`src/slpa_pkg.sv`:
```
// ----------------------------------------------------------------------------
// slpa_pkg - shared definitions for the loop position advance unit
// Widths, register indexes, loop modes, end-of-item actions and the
// command/status structs between controller and datapath.
// ----------------------------------------------------------------------------
package slpa_pkg;

  localparam int FRAC_BITS_DEF = 32;

  localparam int POS_W      = 32;
  localparam int CNT_W      = 16;
  localparam int STEP_W     = 48;
  localparam int MODE_W     = 2;
  localparam int CFG_IDX_W  = 3;
  localparam int CFG_DATA_W = 48;
  localparam int DIV_CNT_W  = 5;
  localparam int OP_W       = 3;

  // configuration register indexes
  localparam logic [CFG_IDX_W-1:0] REG_STEP_DELTA  = 3'd0;
  localparam logic [CFG_IDX_W-1:0] REG_SAMPLE_END  = 3'd1;
  localparam logic [CFG_IDX_W-1:0] REG_LOOP_START  = 3'd2;
  localparam logic [CFG_IDX_W-1:0] REG_LOOP_LENGTH = 3'd3;
  localparam logic [CFG_IDX_W-1:0] REG_LOOP_MODE   = 3'd4;

  // loop modes; the two unused codes both behave as ping-pong
  localparam logic [MODE_W-1:0] MODE_NONE = 2'd0;
  localparam logic [MODE_W-1:0] MODE_FWD  = 2'd1;

  localparam logic [POS_W-1:0] LOOP_LEN_MIN = 32'd2;

  // action taken when an item is committed
  localparam logic [OP_W-1:0] OP_HOLD    = 3'd0;
  localparam logic [OP_W-1:0] OP_RESTART = 3'd1;
  localparam logic [OP_W-1:0] OP_PLAIN   = 3'd2;
  localparam logic [OP_W-1:0] OP_STOP    = 3'd3;
  localparam logic [OP_W-1:0] OP_SHORT   = 3'd4;
  localparam logic [OP_W-1:0] OP_WRAP    = 3'd5;

  typedef struct packed {
    logic            capture;
    logic            mul;
    logic            fsum;
    logic            psum;
    logic            dinit;
    logic            dstep;
    logic            commit;
    logic [OP_W-1:0] op;
  } slpa_cmd_t;

  typedef struct packed {
    logic restart;
    logic active;
    logic at_end;
    logic no_loop;
    logic short_loop;
  } slpa_sts_t;

endpackage

```
`src/slpa_in_if.sv`:
```
// ----------------------------------------------------------------------------
// slpa_in_if - input item channel
// Valid/ready channel carrying one advance or restart item.
// ----------------------------------------------------------------------------
interface slpa_in_if
  import slpa_pkg::*;
  ();
  logic             valid;
  logic             ready;
  logic             kind;
  logic [CNT_W-1:0] num_samples;
  logic [POS_W-1:0] start_position;

  modport source (output valid, kind, num_samples, start_position, input ready);
  modport sink   (input valid, kind, num_samples, start_position, output ready);
endinterface

```
`src/slpa_out_if.sv`:
```
// ----------------------------------------------------------------------------
// slpa_out_if - result channel
// Valid/ready channel carrying the voice state after each item.
// ----------------------------------------------------------------------------
interface slpa_out_if
  import slpa_pkg::*;
  ();
  logic             valid;
  logic             ready;
  logic [POS_W-1:0] out_position;
  logic [POS_W-1:0] out_fraction;
  logic             out_active;
  logic             out_looped;
  logic             out_backwards;

  modport source (output valid, out_position, out_fraction, out_active, out_looped,
                  out_backwards, input ready);
  modport sink   (input valid, out_position, out_fraction, out_active, out_looped,
                  out_backwards, output ready);
endinterface

```
`src/slpa_cfg_if.sv`:
```
// ----------------------------------------------------------------------------
// slpa_cfg_if - configuration write channel
// Valid/ready channel carrying a register index and write data.
// ----------------------------------------------------------------------------
interface slpa_cfg_if
  import slpa_pkg::*;
  ();
  logic                  valid;
  logic                  ready;
  logic [CFG_IDX_W-1:0]  reg_index;
  logic [CFG_DATA_W-1:0] wdata;

  modport source (output valid, reg_index, wdata, input ready);
  modport sink   (input valid, reg_index, wdata, output ready);
endinterface

```
`src/slpa_ctrl.sv`:
```
// ----------------------------------------------------------------------------
// slpa_ctrl - sequencer for the loop position advance unit
// Steps each item through multiply, sums, end check and the divider, and
// owns the input/output handshakes.
// ----------------------------------------------------------------------------
module slpa_ctrl
  import slpa_pkg::*;
(
  input  logic      clk,
  input  logic      rst_n,
  input  logic      in_valid,
  output logic      in_ready,
  output logic      out_valid,
  input  logic      out_ready,
  input  slpa_sts_t sts,
  output slpa_cmd_t cmd
);

  localparam logic [2:0] ST_IDLE  = 3'd0;
  localparam logic [2:0] ST_MUL   = 3'd1;
  localparam logic [2:0] ST_FSUM  = 3'd2;
  localparam logic [2:0] ST_PSUM  = 3'd3;
  localparam logic [2:0] ST_CHK   = 3'd4;
  localparam logic [2:0] ST_DINIT = 3'd5;
  localparam logic [2:0] ST_DIV   = 3'd6;
  localparam logic [2:0] ST_FIN   = 3'd7;

  logic [2:0]           state_r, state_nxt;
  logic [OP_W-1:0]      op_r, op_nxt;
  logic [DIV_CNT_W-1:0] cnt_r, cnt_nxt;
  logic                 out_valid_r, out_valid_nxt;
  logic                 out_free;

  assign out_free  = !out_valid_r || out_ready;
  assign in_ready  = (state_r == ST_IDLE);
  assign out_valid = out_valid_r;

  always_comb begin
    state_nxt = state_r;
    op_nxt    = op_r;
    cnt_nxt   = cnt_r;
    cmd       = '0;
    cmd.op    = op_r;
    case (state_r)
      ST_IDLE: begin
        cmd.capture = in_valid;
        if (in_valid) state_nxt = ST_MUL;
      end
      ST_MUL: begin
        cmd.mul = 1'b1;
        if (sts.restart) begin
          op_nxt    = OP_RESTART;
          state_nxt = ST_FIN;
        end else if (!sts.active) begin
          op_nxt    = OP_HOLD;
          state_nxt = ST_FIN;
        end else begin
          state_nxt = ST_FSUM;
        end
      end
      ST_FSUM: begin
        cmd.fsum  = 1'b1;
        state_nxt = ST_PSUM;
      end
      ST_PSUM: begin
        cmd.psum  = 1'b1;
        state_nxt = ST_CHK;
      end
      ST_CHK: begin
        if (!sts.at_end) begin
          op_nxt    = OP_PLAIN;
          state_nxt = ST_FIN;
        end else if (sts.no_loop) begin
          op_nxt    = OP_STOP;
          state_nxt = ST_FIN;
        end else if (sts.short_loop) begin
          op_nxt    = OP_SHORT;
          state_nxt = ST_FIN;
        end else begin
          op_nxt    = OP_WRAP;
          state_nxt = ST_DINIT;
        end
      end
      ST_DINIT: begin
        cmd.dinit = 1'b1;
        cnt_nxt   = '1;
        state_nxt = ST_DIV;
      end
      ST_DIV: begin
        cmd.dstep = 1'b1;
        cnt_nxt   = cnt_r - 1'b1;
        if (cnt_r == '0) state_nxt = ST_FIN;
      end
      ST_FIN: begin
        // hold until the output register is free
        cmd.commit = out_free;
        if (out_free) state_nxt = ST_IDLE;
      end
      default: state_nxt = ST_IDLE;
    endcase
  end

  always_comb begin
    out_valid_nxt = out_valid_r;
    if (cmd.commit)     out_valid_nxt = 1'b1;
    else if (out_ready) out_valid_nxt = 1'b0;
  end

  always_ff @(posedge clk) begin
    if (!rst_n) begin
      state_r     <= ST_IDLE;
      op_r        <= OP_HOLD;
      cnt_r       <= '0;
      out_valid_r <= 1'b0;
    end else begin
      state_r     <= state_nxt;
      op_r        <= op_nxt;
      cnt_r       <= cnt_nxt;
      out_valid_r <= out_valid_nxt;
    end
  end

`ifndef SYNTH
  a_accept_leaves_idle: assert property (@(posedge clk) disable iff (!rst_n)
    (in_valid && in_ready) |=> (state_r == ST_MUL))
    else $error("accepted word did not start the sequence");

  a_out_from_fin: assert property (@(posedge clk) disable iff (!rst_n)
    $rose(out_valid_r) |-> $past(state_r == ST_FIN))
    else $error("result raised outside the commit step");

  a_commit_free: assert property (@(posedge clk) disable iff (!rst_n)
    cmd.commit |-> (!out_valid_r || out_ready))
    else $error("commit would overwrite a waiting result");

  a_div_runs: assert property (@(posedge clk) disable iff (!rst_n)
    (state_r == ST_DIV && cnt_r != '0) |=> (state_r == ST_DIV))
    else $error("divider left early");

  a_wrap_uses_div: assert property (@(posedge clk) disable iff (!rst_n)
    (state_r == ST_FIN && op_r == OP_WRAP) |-> $past(state_r == ST_DIV || state_r == ST_FIN))
    else $error("wrap committed without a finished divide");
`endif

endmodule

```
`src/slpa_dp.sv`:
```
// ----------------------------------------------------------------------------
// slpa_dp - datapath for the loop position advance unit
// Config registers, voice state, fixed-point step products and sums, a
// restoring divider for the loop wrap, and the result register.
// ----------------------------------------------------------------------------
module slpa_dp
  import slpa_pkg::*;
#(
  parameter int FRAC_BITS = FRAC_BITS_DEF
) (
  input  logic                  clk,
  input  logic                  rst_n,
  input  logic                  cfg_valid,
  input  logic [CFG_IDX_W-1:0]  cfg_index,
  input  logic [CFG_DATA_W-1:0] cfg_data,
  input  logic                  in_kind,
  input  logic [CNT_W-1:0]      in_num_samples,
  input  logic [POS_W-1:0]      in_start_position,
  input  slpa_cmd_t             cmd,
  output slpa_sts_t             sts,
  output logic [POS_W-1:0]      out_position,
  output logic [POS_W-1:0]      out_fraction,
  output logic                  out_active,
  output logic                  out_looped,
  output logic                  out_backwards
);

  localparam int PFW = FRAC_BITS + CNT_W;
  localparam int FSW = PFW + 1;

  // configuration
  logic [STEP_W-1:0] step_delta_r;
  logic [POS_W-1:0]  sample_end_r, loop_start_r, loop_length_r;
  logic [MODE_W-1:0] loop_mode_r;

  // voice state
  logic [POS_W-1:0]     pos_r, pos_nxt;
  logic [FRAC_BITS-1:0] frac_r, frac_nxt;
  logic                 act_r, act_nxt;
  logic                 bwd_r, bwd_nxt;
  logic                 lpd_r, lpd_nxt;

  // working registers
  logic             kind_r;
  logic [CNT_W-1:0] count_r;
  logic [POS_W-1:0] start_r;
  logic [POS_W-1:0] prod_int_r;
  logic [PFW-1:0]   prod_frac_r;
  logic [FSW-1:0]   fsum_r;
  logic [POS_W-1:0] npos_r;
  logic [POS_W-1:0] rem_r, q_r;
  logic             qbit_r;

  logic [STEP_W-1:0]    step_hi;
  logic [POS_W-1:0]     int_step;
  logic [FRAC_BITS-1:0] frac_step;
  logic [POS_W:0]       div_shift, div_diff;
  logic                 div_ge;

  assign step_hi   = step_delta_r >> FRAC_BITS;
  assign int_step  = step_hi[POS_W-1:0];
  assign frac_step = step_delta_r[FRAC_BITS-1:0];

  always_ff @(posedge clk) begin
    if (!rst_n) begin
      step_delta_r  <= '0;
      sample_end_r  <= '0;
      loop_start_r  <= '0;
      loop_length_r <= '0;
      loop_mode_r   <= MODE_NONE;
    end else if (cfg_valid) begin
      case (cfg_index)
        REG_STEP_DELTA:  step_delta_r  <= cfg_data;
        REG_SAMPLE_END:  sample_end_r  <= cfg_data[POS_W-1:0];
        REG_LOOP_START:  loop_start_r  <= cfg_data[POS_W-1:0];
        REG_LOOP_LENGTH: loop_length_r <= cfg_data[POS_W-1:0];
        REG_LOOP_MODE:   loop_mode_r   <= cfg_data[MODE_W-1:0];
        default: ;
      endcase
    end
  end

  // one restoring step: shift in the next dividend bit, subtract if it fits
  assign div_shift = {rem_r, q_r[POS_W-1]};
  assign div_ge    = div_shift >= {1'b0, loop_length_r};
  assign div_diff  = div_shift - {1'b0, loop_length_r};

  always_ff @(posedge clk) begin
    if (cmd.capture) begin
      kind_r  <= in_kind;
      count_r <= in_num_samples;
      start_r <= in_start_position;
    end
    if (cmd.mul) begin
      prod_int_r  <= int_step * POS_W'(count_r);
      prod_frac_r <= PFW'(frac_step) * PFW'(count_r);
    end
    if (cmd.fsum) fsum_r <= FSW'(prod_frac_r) + FSW'(frac_r);
    if (cmd.psum) npos_r <= pos_r + prod_int_r + POS_W'(fsum_r[FSW-1:FRAC_BITS]);
    if (cmd.dinit) begin
      rem_r <= '0;
      q_r   <= npos_r - sample_end_r;
    end
    if (cmd.dstep) begin
      rem_r  <= div_ge ? div_diff[POS_W-1:0] : div_shift[POS_W-1:0];
      q_r    <= {q_r[POS_W-2:0], 1'b0};
      qbit_r <= div_ge;  // after the last step this is the quotient lsb
    end
  end

  always_comb begin
    pos_nxt  = pos_r;
    frac_nxt = frac_r;
    act_nxt  = act_r;
    bwd_nxt  = bwd_r;
    lpd_nxt  = lpd_r;
    case (cmd.op)
      OP_RESTART: begin
        pos_nxt  = start_r;
        frac_nxt = '0;
        act_nxt  = 1'b1;
        bwd_nxt  = 1'b0;
        lpd_nxt  = 1'b0;
      end
      OP_PLAIN: begin
        pos_nxt  = npos_r;
        frac_nxt = fsum_r[FRAC_BITS-1:0];
      end
      OP_STOP: act_nxt = 1'b0;
      OP_SHORT: begin
        pos_nxt  = loop_start_r;
        frac_nxt = fsum_r[FRAC_BITS-1:0];
        lpd_nxt  = 1'b1;
      end
      OP_WRAP: begin
        pos_nxt  = loop_start_r + rem_r;
        frac_nxt = fsum_r[FRAC_BITS-1:0];
        lpd_nxt  = 1'b1;
        // ping-pong flips on an even number of whole passes
        if (loop_mode_r != MODE_FWD && !qbit_r) bwd_nxt = !bwd_r;
      end
      default: ;
    endcase
  end

  always_ff @(posedge clk) begin
    if (!rst_n) begin
      pos_r  <= '0;
      frac_r <= '0;
      act_r  <= 1'b0;
      bwd_r  <= 1'b0;
      lpd_r  <= 1'b0;
    end else if (cmd.commit) begin
      pos_r  <= pos_nxt;
      frac_r <= frac_nxt;
      act_r  <= act_nxt;
      bwd_r  <= bwd_nxt;
      lpd_r  <= lpd_nxt;
    end
  end

  always_ff @(posedge clk) begin
    if (cmd.commit) begin
      out_position  <= pos_nxt;
      out_fraction  <= POS_W'(frac_nxt);
      out_active    <= act_nxt;
      out_looped    <= lpd_nxt;
      out_backwards <= bwd_nxt;
    end
  end

  assign sts.restart    = kind_r;
  assign sts.active     = act_r;
  assign sts.at_end     = npos_r >= sample_end_r;
  assign sts.no_loop    = loop_mode_r == MODE_NONE;
  assign sts.short_loop = loop_length_r < LOOP_LEN_MIN;

endmodule

```
`src/sample_loop_position_advance_unit.sv`:
```
// ----------------------------------------------------------------------------
// sample_loop_position_advance_unit - silent voice position advance
// Moves a voice's fixed-point playback position by step times sample count
// and handles end of sample: stop, forward loop or ping-pong loop.
// ----------------------------------------------------------------------------
// Usage:
//   in_ch  : one word per item; kind 0 advances by num_samples, kind 1
//            restarts the voice at start_position.
//   out_ch : one word per item with the voice state after that item.
//   cfg_ch : register writes (step_delta, sample_end, loop_start,
//            loop_length, loop_mode), always ready; write only while idle.
// Timing: one item at a time. Restart or an advance of an inactive voice
// goes from the multiply step to commit; an advance that stays in the sample,
// stops or meets a too-short loop also runs the sums and end check; a wrap
// adds the 32-step restoring divider that folds the overshoot into the loop.
// A new word is accepted once the previous item has committed, even while its
// result still waits in the output register; if the receiver stalls, the next
// item completes and then holds until that register is taken.
// Reset (rst_n low, synchronous) clears config and leaves the voice inactive.
// ----------------------------------------------------------------------------
module sample_loop_position_advance_unit
  import slpa_pkg::*;
#(
  parameter int FRAC_BITS = FRAC_BITS_DEF
) (
  input  logic       clk,
  input  logic       rst_n,
  slpa_in_if.sink    in_ch,
  slpa_out_if.source out_ch,
  slpa_cfg_if.sink   cfg_ch
);

  slpa_cmd_t cmd;
  slpa_sts_t sts;

  assign cfg_ch.ready = 1'b1;

  slpa_ctrl u_ctrl (
    .clk       (clk),
    .rst_n     (rst_n),
    .in_valid  (in_ch.valid),
    .in_ready  (in_ch.ready),
    .out_valid (out_ch.valid),
    .out_ready (out_ch.ready),
    .sts       (sts),
    .cmd       (cmd)
  );

  slpa_dp #(
    .FRAC_BITS (FRAC_BITS)
  ) u_dp (
    .clk               (clk),
    .rst_n             (rst_n),
    .cfg_valid         (cfg_ch.valid),
    .cfg_index         (cfg_ch.reg_index),
    .cfg_data          (cfg_ch.wdata),
    .in_kind           (in_ch.kind),
    .in_num_samples    (in_ch.num_samples),
    .in_start_position (in_ch.start_position),
    .cmd               (cmd),
    .sts               (sts),
    .out_position      (out_ch.out_position),
    .out_fraction      (out_ch.out_fraction),
    .out_active        (out_ch.out_active),
    .out_looped        (out_ch.out_looped),
    .out_backwards     (out_ch.out_backwards)
  );

endmodule
```
`src/flat_wrapper.sv`:
```
// flat-port wrapper written by rule: the top's interface ports become plain ports
module sample_loop_position_advance_unit_flat import slpa_pkg::*;
#(
  parameter int FRAC_BITS = FRAC_BITS_DEF
)
  (clk, rst_n, in_ch_valid, in_ch_kind, in_ch_num_samples, in_ch_start_position, in_ch_ready, out_ch_valid, out_ch_out_position, out_ch_out_fraction, out_ch_out_active, out_ch_out_looped, out_ch_out_backwards, out_ch_ready, cfg_ch_valid, cfg_ch_reg_index, cfg_ch_wdata, cfg_ch_ready);
  slpa_in_if in_ch_i ();
  slpa_out_if out_ch_i ();
  slpa_cfg_if cfg_ch_i ();
  input  logic clk;
  input  logic rst_n;
  input wire logic [$bits(in_ch_i.valid)-1:0] in_ch_valid;
  input wire logic [$bits(in_ch_i.kind)-1:0] in_ch_kind;
  input wire logic [$bits(in_ch_i.num_samples)-1:0] in_ch_num_samples;
  input wire logic [$bits(in_ch_i.start_position)-1:0] in_ch_start_position;
  output wire logic [$bits(in_ch_i.ready)-1:0] in_ch_ready;
  output wire logic [$bits(out_ch_i.valid)-1:0] out_ch_valid;
  output wire logic [$bits(out_ch_i.out_position)-1:0] out_ch_out_position;
  output wire logic [$bits(out_ch_i.out_fraction)-1:0] out_ch_out_fraction;
  output wire logic [$bits(out_ch_i.out_active)-1:0] out_ch_out_active;
  output wire logic [$bits(out_ch_i.out_looped)-1:0] out_ch_out_looped;
  output wire logic [$bits(out_ch_i.out_backwards)-1:0] out_ch_out_backwards;
  input wire logic [$bits(out_ch_i.ready)-1:0] out_ch_ready;
  input wire logic [$bits(cfg_ch_i.valid)-1:0] cfg_ch_valid;
  input wire logic [$bits(cfg_ch_i.reg_index)-1:0] cfg_ch_reg_index;
  input wire logic [$bits(cfg_ch_i.wdata)-1:0] cfg_ch_wdata;
  output wire logic [$bits(cfg_ch_i.ready)-1:0] cfg_ch_ready;
  assign in_ch_i.valid = in_ch_valid;
  assign in_ch_i.kind = in_ch_kind;
  assign in_ch_i.num_samples = in_ch_num_samples;
  assign in_ch_i.start_position = in_ch_start_position;
  assign in_ch_ready = in_ch_i.ready;
  assign out_ch_valid = out_ch_i.valid;
  assign out_ch_out_position = out_ch_i.out_position;
  assign out_ch_out_fraction = out_ch_i.out_fraction;
  assign out_ch_out_active = out_ch_i.out_active;
  assign out_ch_out_looped = out_ch_i.out_looped;
  assign out_ch_out_backwards = out_ch_i.out_backwards;
  assign out_ch_i.ready = out_ch_ready;
  assign cfg_ch_i.valid = cfg_ch_valid;
  assign cfg_ch_i.reg_index = cfg_ch_reg_index;
  assign cfg_ch_i.wdata = cfg_ch_wdata;
  assign cfg_ch_ready = cfg_ch_i.ready;
  sample_loop_position_advance_unit #(.FRAC_BITS(FRAC_BITS)) u_core (.clk(clk), .rst_n(rst_n), .in_ch(in_ch_i), .out_ch(out_ch_i), .cfg_ch(cfg_ch_i));
endmodule
```
`config.mk`:
```
export PLATFORM = sky130hd
export DESIGN_NAME = sample_loop_position_advance_unit_flat
export DESIGN_NICKNAME = d
export VERILOG_FILES = /design/src/slpa_pkg.sv /design/src/slpa_in_if.sv /design/src/slpa_out_if.sv /design/src/slpa_cfg_if.sv /design/src/slpa_ctrl.sv /design/src/slpa_dp.sv /design/src/sample_loop_position_advance_unit.sv /design/src/flat_wrapper.sv
export SDC_FILE = /design/constraint.sdc
export NUM_CORES = 2
export LEC_CHECK = 0
export ABC_AREA = 1
export BUFFER_PORTS_ARGS = -buffer_cell sky130_fd_sc_hd__buf_2
export CELL_PAD_IN_SITES_DETAIL_PLACEMENT = 0
export CELL_PAD_IN_SITES_GLOBAL_PLACEMENT = 1
export CORE_ASPECT_RATIO = 2
export CORE_MARGIN = 2
export CORE_UTILIZATION = 45
export CTS_BUF_LIST = sky130_fd_sc_hd__clkbuf_2
export CTS_CLUSTER_SIZE = 25
export DETAILED_ROUTE_END_ITERATION = 16
export GPL_TIMING_DRIVEN = 0
export PLACE_DENSITY = 0.79
export REMOVE_ABC_BUFFERS = 1
export SKIP_LAST_GASP = 1
export SYNTH_ARGS = -nofsm -noshare
export SYNTH_HDL_FRONTEND = slang
export SYNTH_HIERARCHICAL = 1
export SYNTH_SLANG_ARGS = --single-unit
```
`constraint.sdc`:
```
create_clock -name clk -period 16.1 [get_ports clk]
set_input_delay 0.805 -clock clk [delete_from_list [all_inputs] [get_ports clk]]
set_output_delay 0.805 -clock clk [all_outputs]
set_load 0.03 [all_outputs]
```
Yosys cells after proc, flatten, opt, wreduce, memory -nomap -nowiden. Index checks and enable logic that the tools add are counted.

Input port bits: 105. Register bits: 567. Word-level logic and storage cells: 121.

Reduce and logical (&&, ||, !) cells: 22. Equal/unequal tests: 21. Muxes and demuxes: 36. Add/subtract/negate cells: 7. Multipliers: 2. Order comparisons: 3.

Operator list (number): two-way mux 32 bit (5); one-hot mux 32 bit (4 select lines) (1); adder 32 bit (2); one-hot mux 32 bit (2 select lines) (1); subtractor 32 bit (2); adder 48 x 32 -> 49 bit (1); multiplier 32 x 16 -> 48 bit (1); >= comparator 33 x 32 -> 1 bit (1); adder 32 x 17 -> 32 bit (1); >= comparator 32 bit (1); < comparator 32 x 2 -> 1 bit (second input constant) (1); multiplier 16 x 16 -> 32 bit (1); two-way mux 3 bit (9); one-hot mux 3 bit (8 select lines) (1); == test 3 bit (second input constant) (7); == test 3 x 2 -> 1 bit (second input constant) (6); AND reduction 2 bit (6); two-way mux 1 bit (11); one-hot mux 5 bit (2 select lines) (1); == test 3 x 1 -> 1 bit (second input constant) (3); nonzero test 2 bit (4); zero test 3 bit (2); two-way mux 2 bit (3); != test 2 bit (second input constant) (3); 13 further kinds (17).

Logic depth before layout (Yosys ltp).
Depth after elaboration: 5. Depth in mapped cells: 27. Gate-level depth less buffers: 26.

By module. The synthesis kept the hierarchy.

By module, submodules not included: slpa_dp (seq. area each 14523.9 um^2, area an instance 57487.6 um^2, instances 1, cells an instance 7423); slpa_ctrl (seq. area each 240.2 um^2, area an instance 696.9 um^2, instances 1, cells an instance 106); sample_loop_position_advance_unit (seq. area each 0.0 um^2, area an instance 11.3 um^2, instances 1, cells an instance 2).

Worst setup path after synthesis. Ideal clock, no wire load.

Path type: reg-to-reg. Start point: register u_core.u_dp.count_r[6]. End point: register u_core.u_dp.prod_frac_r[43], data pin. Path slack: 10.367 ns. Arrival time: 5.474 ns. Library setup time: 0.259 ns. Clock period less this slack: 5.733 ns. Cell stages (with the launch flop): 25. Cell sequence: edfxtp_1 clkbuf_1 buf_1 nand2_1 fa_1 inv_1 fa_1 inv_1 fa_1 inv_1 fa_1 fa_1 inv_1 fa_1 inv_1 ha_1 nand2_1 nor2_1 inv_1 nor2_1 inv_1 nor3_1 nand3b_1 nand3_1 xor2_1.

Word-level cells in the longest chain between the ends: 1.

RTL lines: start: declaration (line slpa_dp.sv:45) `logic [CNT_W-1:0] count_r;`; start signal: assignment (line slpa_dp.sv:91) `count_r <= in_num_samples;`; multiplier 32 x 16 -> 48 bit (line slpa_dp.sv:96) `prod_frac_r <= PFW'(frac_step) * PFW'(count_r);`; end signal: assignment (line slpa_dp.sv:96); end: declaration (line slpa_dp.sv:48) `logic [PFW-1:0] prod_frac_r;`.

No other way between the ends. A chain may end at the register's enable or synchronous reset.

Worst setup path after layout.
Start point: register u_core.u_dp.count_r[2]. End point: register u_core.u_dp.prod_frac_r[36], data pin.

The elaborated chain is that of the path after synthesis.

==> flow_summary.json <==
{
  "cts_buffer_depth": 3,
  "criticalPathCategory": "register to register",
  "area_growth_pct": 11.7,
  "rows": 186,
  "slew_violations": 0,
  "cp-startpoint": "u_core/u_dp/count_r[2]",
  "antenna_found_initial": 13,
  "drc": 0,
  "rsz0062_at_grt": "false",
  "cts_post_setup_buffers_inserted": 0,
  "path_buf_inv": 4,
  "ys_seq_area_share_pct": 25.4,
  "yosysWarningCount": 6,
  "path_delay_family": "adder cells",
  "synth-seq-cells": 567,
  "routed_wirelength_mm": 216,
  "peakVddDrop_mv": 0.0777,
  "synth.top_cell.area_share_pct": 21.8,
  "clk_latency_ps": 1610,
  "drive_above_1_share_pct": 7.08,
  "path_common_cell": "fa_1",
  "firstDrtPassIters": 5,
  "status": "finished clean",
  "worstMarginPinSlew_ps": 1380,
  "max-cap-violations": 0,
  "final_cell_area_mm2": 0.0650,
  "syn_area_per_cell_um2": 7.73,
  "fp.dieH_um": 513,
  "arrival_ps": 8450,
  "dieArea_mm2": 0.132,
  "yosysUniqueCellTypes": 56,
  "powerDensity_mw_per_mm2": 101,
  "cts_root_buf": "clkbuf_2",
  "synth_edf_count": 341,
  "drt-initial-drc-count": 2935,
  "yosys_most_used_dff": "edfxtp_1",
  "fin_crit_ps": 7150,
  "clock-sinks": 567,
  "max_freq_mhz": 140,
  "fin_cells": 9637,
  "synthTopCellsByArea": "fa_1 (22%), edfxtp_1 (18%), nand2_1 (12%)",
  "cts_tree": "yes",
  "crit_chain": "buf_16 > nand2_1 > fa_1 > fa_1 > fa_1 > inv_1 > fa_1 > fa_1 > inv_1 > fa_1 > inv_1 > ha_1 > a21oi_1 > nor2_1 > nor2_1 > o21ai_0 > a21oi_1 > o21ai_0 > nand2_1 > nand2_1 > xor2_1",
  "reg_top3": "u_core/u_dp/fsum_r (49), u_core/u_dp/prod_frac_r (48), u_core/u_dp/step_delta_r (48)",
  "viasPerCell": 5.33,
  "rr_startpoint": "u_core/u_dp/count_r[2]",
  "wl_per_cell_um": 22.4,
  "routabilityCongestion": 1.01,
  "die_w_um": 258,
  "regMostFlops": "u_core/u_dp/fsum_r",
  "path_max_fanout": 19,
  "grt_max_degree": 108,
  "grt_util_all_layers_pct": 32.8,
  "core_area_mm2": 0.128,
  "htreeDepth": 4,
  "fin_ws_ps": 8950,
  "path_clk_slew_ps": 110,
  "endpoint_kind": "register",
  "cts_made_buffers": 137,
  "fin_nets": 8957,
  "grt_pass1_vias": 54600,
  "dpl-instance-area_mm2": 0.0616,
  "dp_slack_ps": 9040,
  "finalHoldViolCount": 0,
  "cts_resized": 0,
  "synthesis.area_mm2": 0.0582,
  "route.vias.total": 51400,
  "start_util_pct": 45.3,
  "hpwlAfterDp_mm": 174,
  "syn_inst": 7531,
  "overflow": 0,
  "skew_ps": 192,
  "dpl.cell_count": 9170,
  "grt_pass1_wl_mm": 321,
  "leakagePower_nw": 32.8,
  "cp_slowest_stage_delay_ps": 960,
  "port_buffers": 173,
  "setup_viol": 0,
  "slowest_stage": "edfxtp_1",
  "slew_headroom_pct": 7.67,
  "drt.antenna.violating_nets": 0,
  "largest_reg_flops": 49,
  "synth_area_leader_cell": "fa_1",
  "critPathLaunchType": "register",
  "crit_required_ps": 17400,
  "yosysMostFrequentCell": "nand2_1",
  "async_flop_share_pct": 0,
  "io-pin-count": 175,
  "min_from": "in_ch_start_position[14]",
  "hp-class": "primary input to register",
  "period_share_pct": 44.4,
  "synthTopCellsByCount": "nand2_1 (1805), inv_1 (1595), fa_1 (634), nor2_1 (568), a21oi_1 (442)"
}
==> kinds of logic (layout without fill, tap and decap cells) <==
kind of cell / Yosys count / in the layout / synth area share, %
and+or+nand+nor: 2800 / 2800 / 19.5
DFF: 567 / 567 / 25.4
AOI/OAI and AO/OA: 1070 / 1070 / 9.94
adders and majority gates: 1030 / 1030 / 30.3
buffers and inverters: 1900 / 2303 / 12.4
other: 1 / 12 / 0.00644
xor gates and xnor gates: 163 / 163 / 2.45
==> metal layers <==
metal,wire [um],up-vias,share of wire (%),global-route usage [%]
met5,11,-,0.0051,0
met3,9500,847,4.4,4.43
met4,22300,2,10,28.6
met2,116000,1692,54,62.4
met1,68600,24900,32,30.0
li1,-,23900,-,-
==> cell usage in the layout, fill, tap and decap left out, types with 11 or more instances in the layout <==
cell           instances
inv_2                 15
xor2_1               113
nor2_1               561
nor4_1                17
a21oi_1              442
buf_2                172
edfxtp_1             341
diode_2               11
o211ai_1              13
o21bai_1              40
a211oi_1              19
nand3_2               21
buf_16                38
o21ai_0              437
nand3_1              236
o21ai_1               22
nand3b_1              16
clkbuf_2             208
o21a_1                14
dlygate4sd3_1        204
buf_12                16
nand4_1               34
buf_6                 14
or2_2                 16
a31oi_1               24
clkinv_1              19
fa_1                 634
xnor2_1               50
a21o_1                25
nand2_1             1804
inv_1               1589
clkinv_2              11
nor3_1                60
ha_1                 396
dfxtp_1              226
==> worst register-to-register path: stages, from the launching register on <==
cell	delay (ps)
edfxtp_1	960
buf_16	260
nand2_1	130
fa_1	540
fa_1	480
fa_1	560
inv_1	60
fa_1	510
fa_1	500
inv_1	60
fa_1	490
inv_1	50
ha_1	390
a21oi_1	640
nor2_1	90
nor2_1	220
o21ai_0	130
a21oi_1	160
o21ai_0	200
nand2_1	110
nand2_1	80
xor2_1	350
==> final cells by class <==
type | count | area, um2
multi-input cells | 5064 | 36300
clock buffers | 208 | 1040
well taps | 1692 | 2120
inverters | 1606 | 6030
clock inverters | 43 | 299
diodes | 11 | 27.5
flip-flops and latches | 567 | 14800
fillers | 12900 | 63500
repair buffers | 446 | 4450
==> report_power, final <==
part,switching (W),internal [W],total (W)
clock network,0.000677,0.000391,0.00107
registers,0.000252,0.00194,0.00220
logic,0.00222,0.00107,0.00329
total,0.00315,0.00341,0.00656
==> final timing paths <==
check / endpoint / slack (ps) / cells after the start
min reg2reg: u_core/u_dp/sample_end_r[22] / 470 / 2
max reg2reg: u_core/u_dp/prod_frac_r[36] / 8950 / 21
min: u_core/u_dp/start_r[14] / 140 / 2
max: u_core/u_dp/prod_frac_r[36] / 8950 / 21
==> stage by stage <==
step | TNS (ps) | hold WS (ps) | util [%] | power (W)
5_1_grt | 0 | 75.6 | 50.6 | 0.00694
3_3_place_gp | -237540 | 439 | 46.7 | 0.00526
4_1_cts | 0 | 14.5 | 50.6 | 0.00655
3_5_place_dp | 0 | 447 | 47.9 | 0.00543
2_1_floorplan | 0 | 422 | - | 0.00405
6_report | 0 | 143 | 50.6 | 0.00656
==> repair_timing <==
item                       CTS  global route
setup endpoints to repair    0             0
hold endpoints to repair   285             0
hold buffers               204             0
Note: power is estimated with default switching activity, not from simulation.
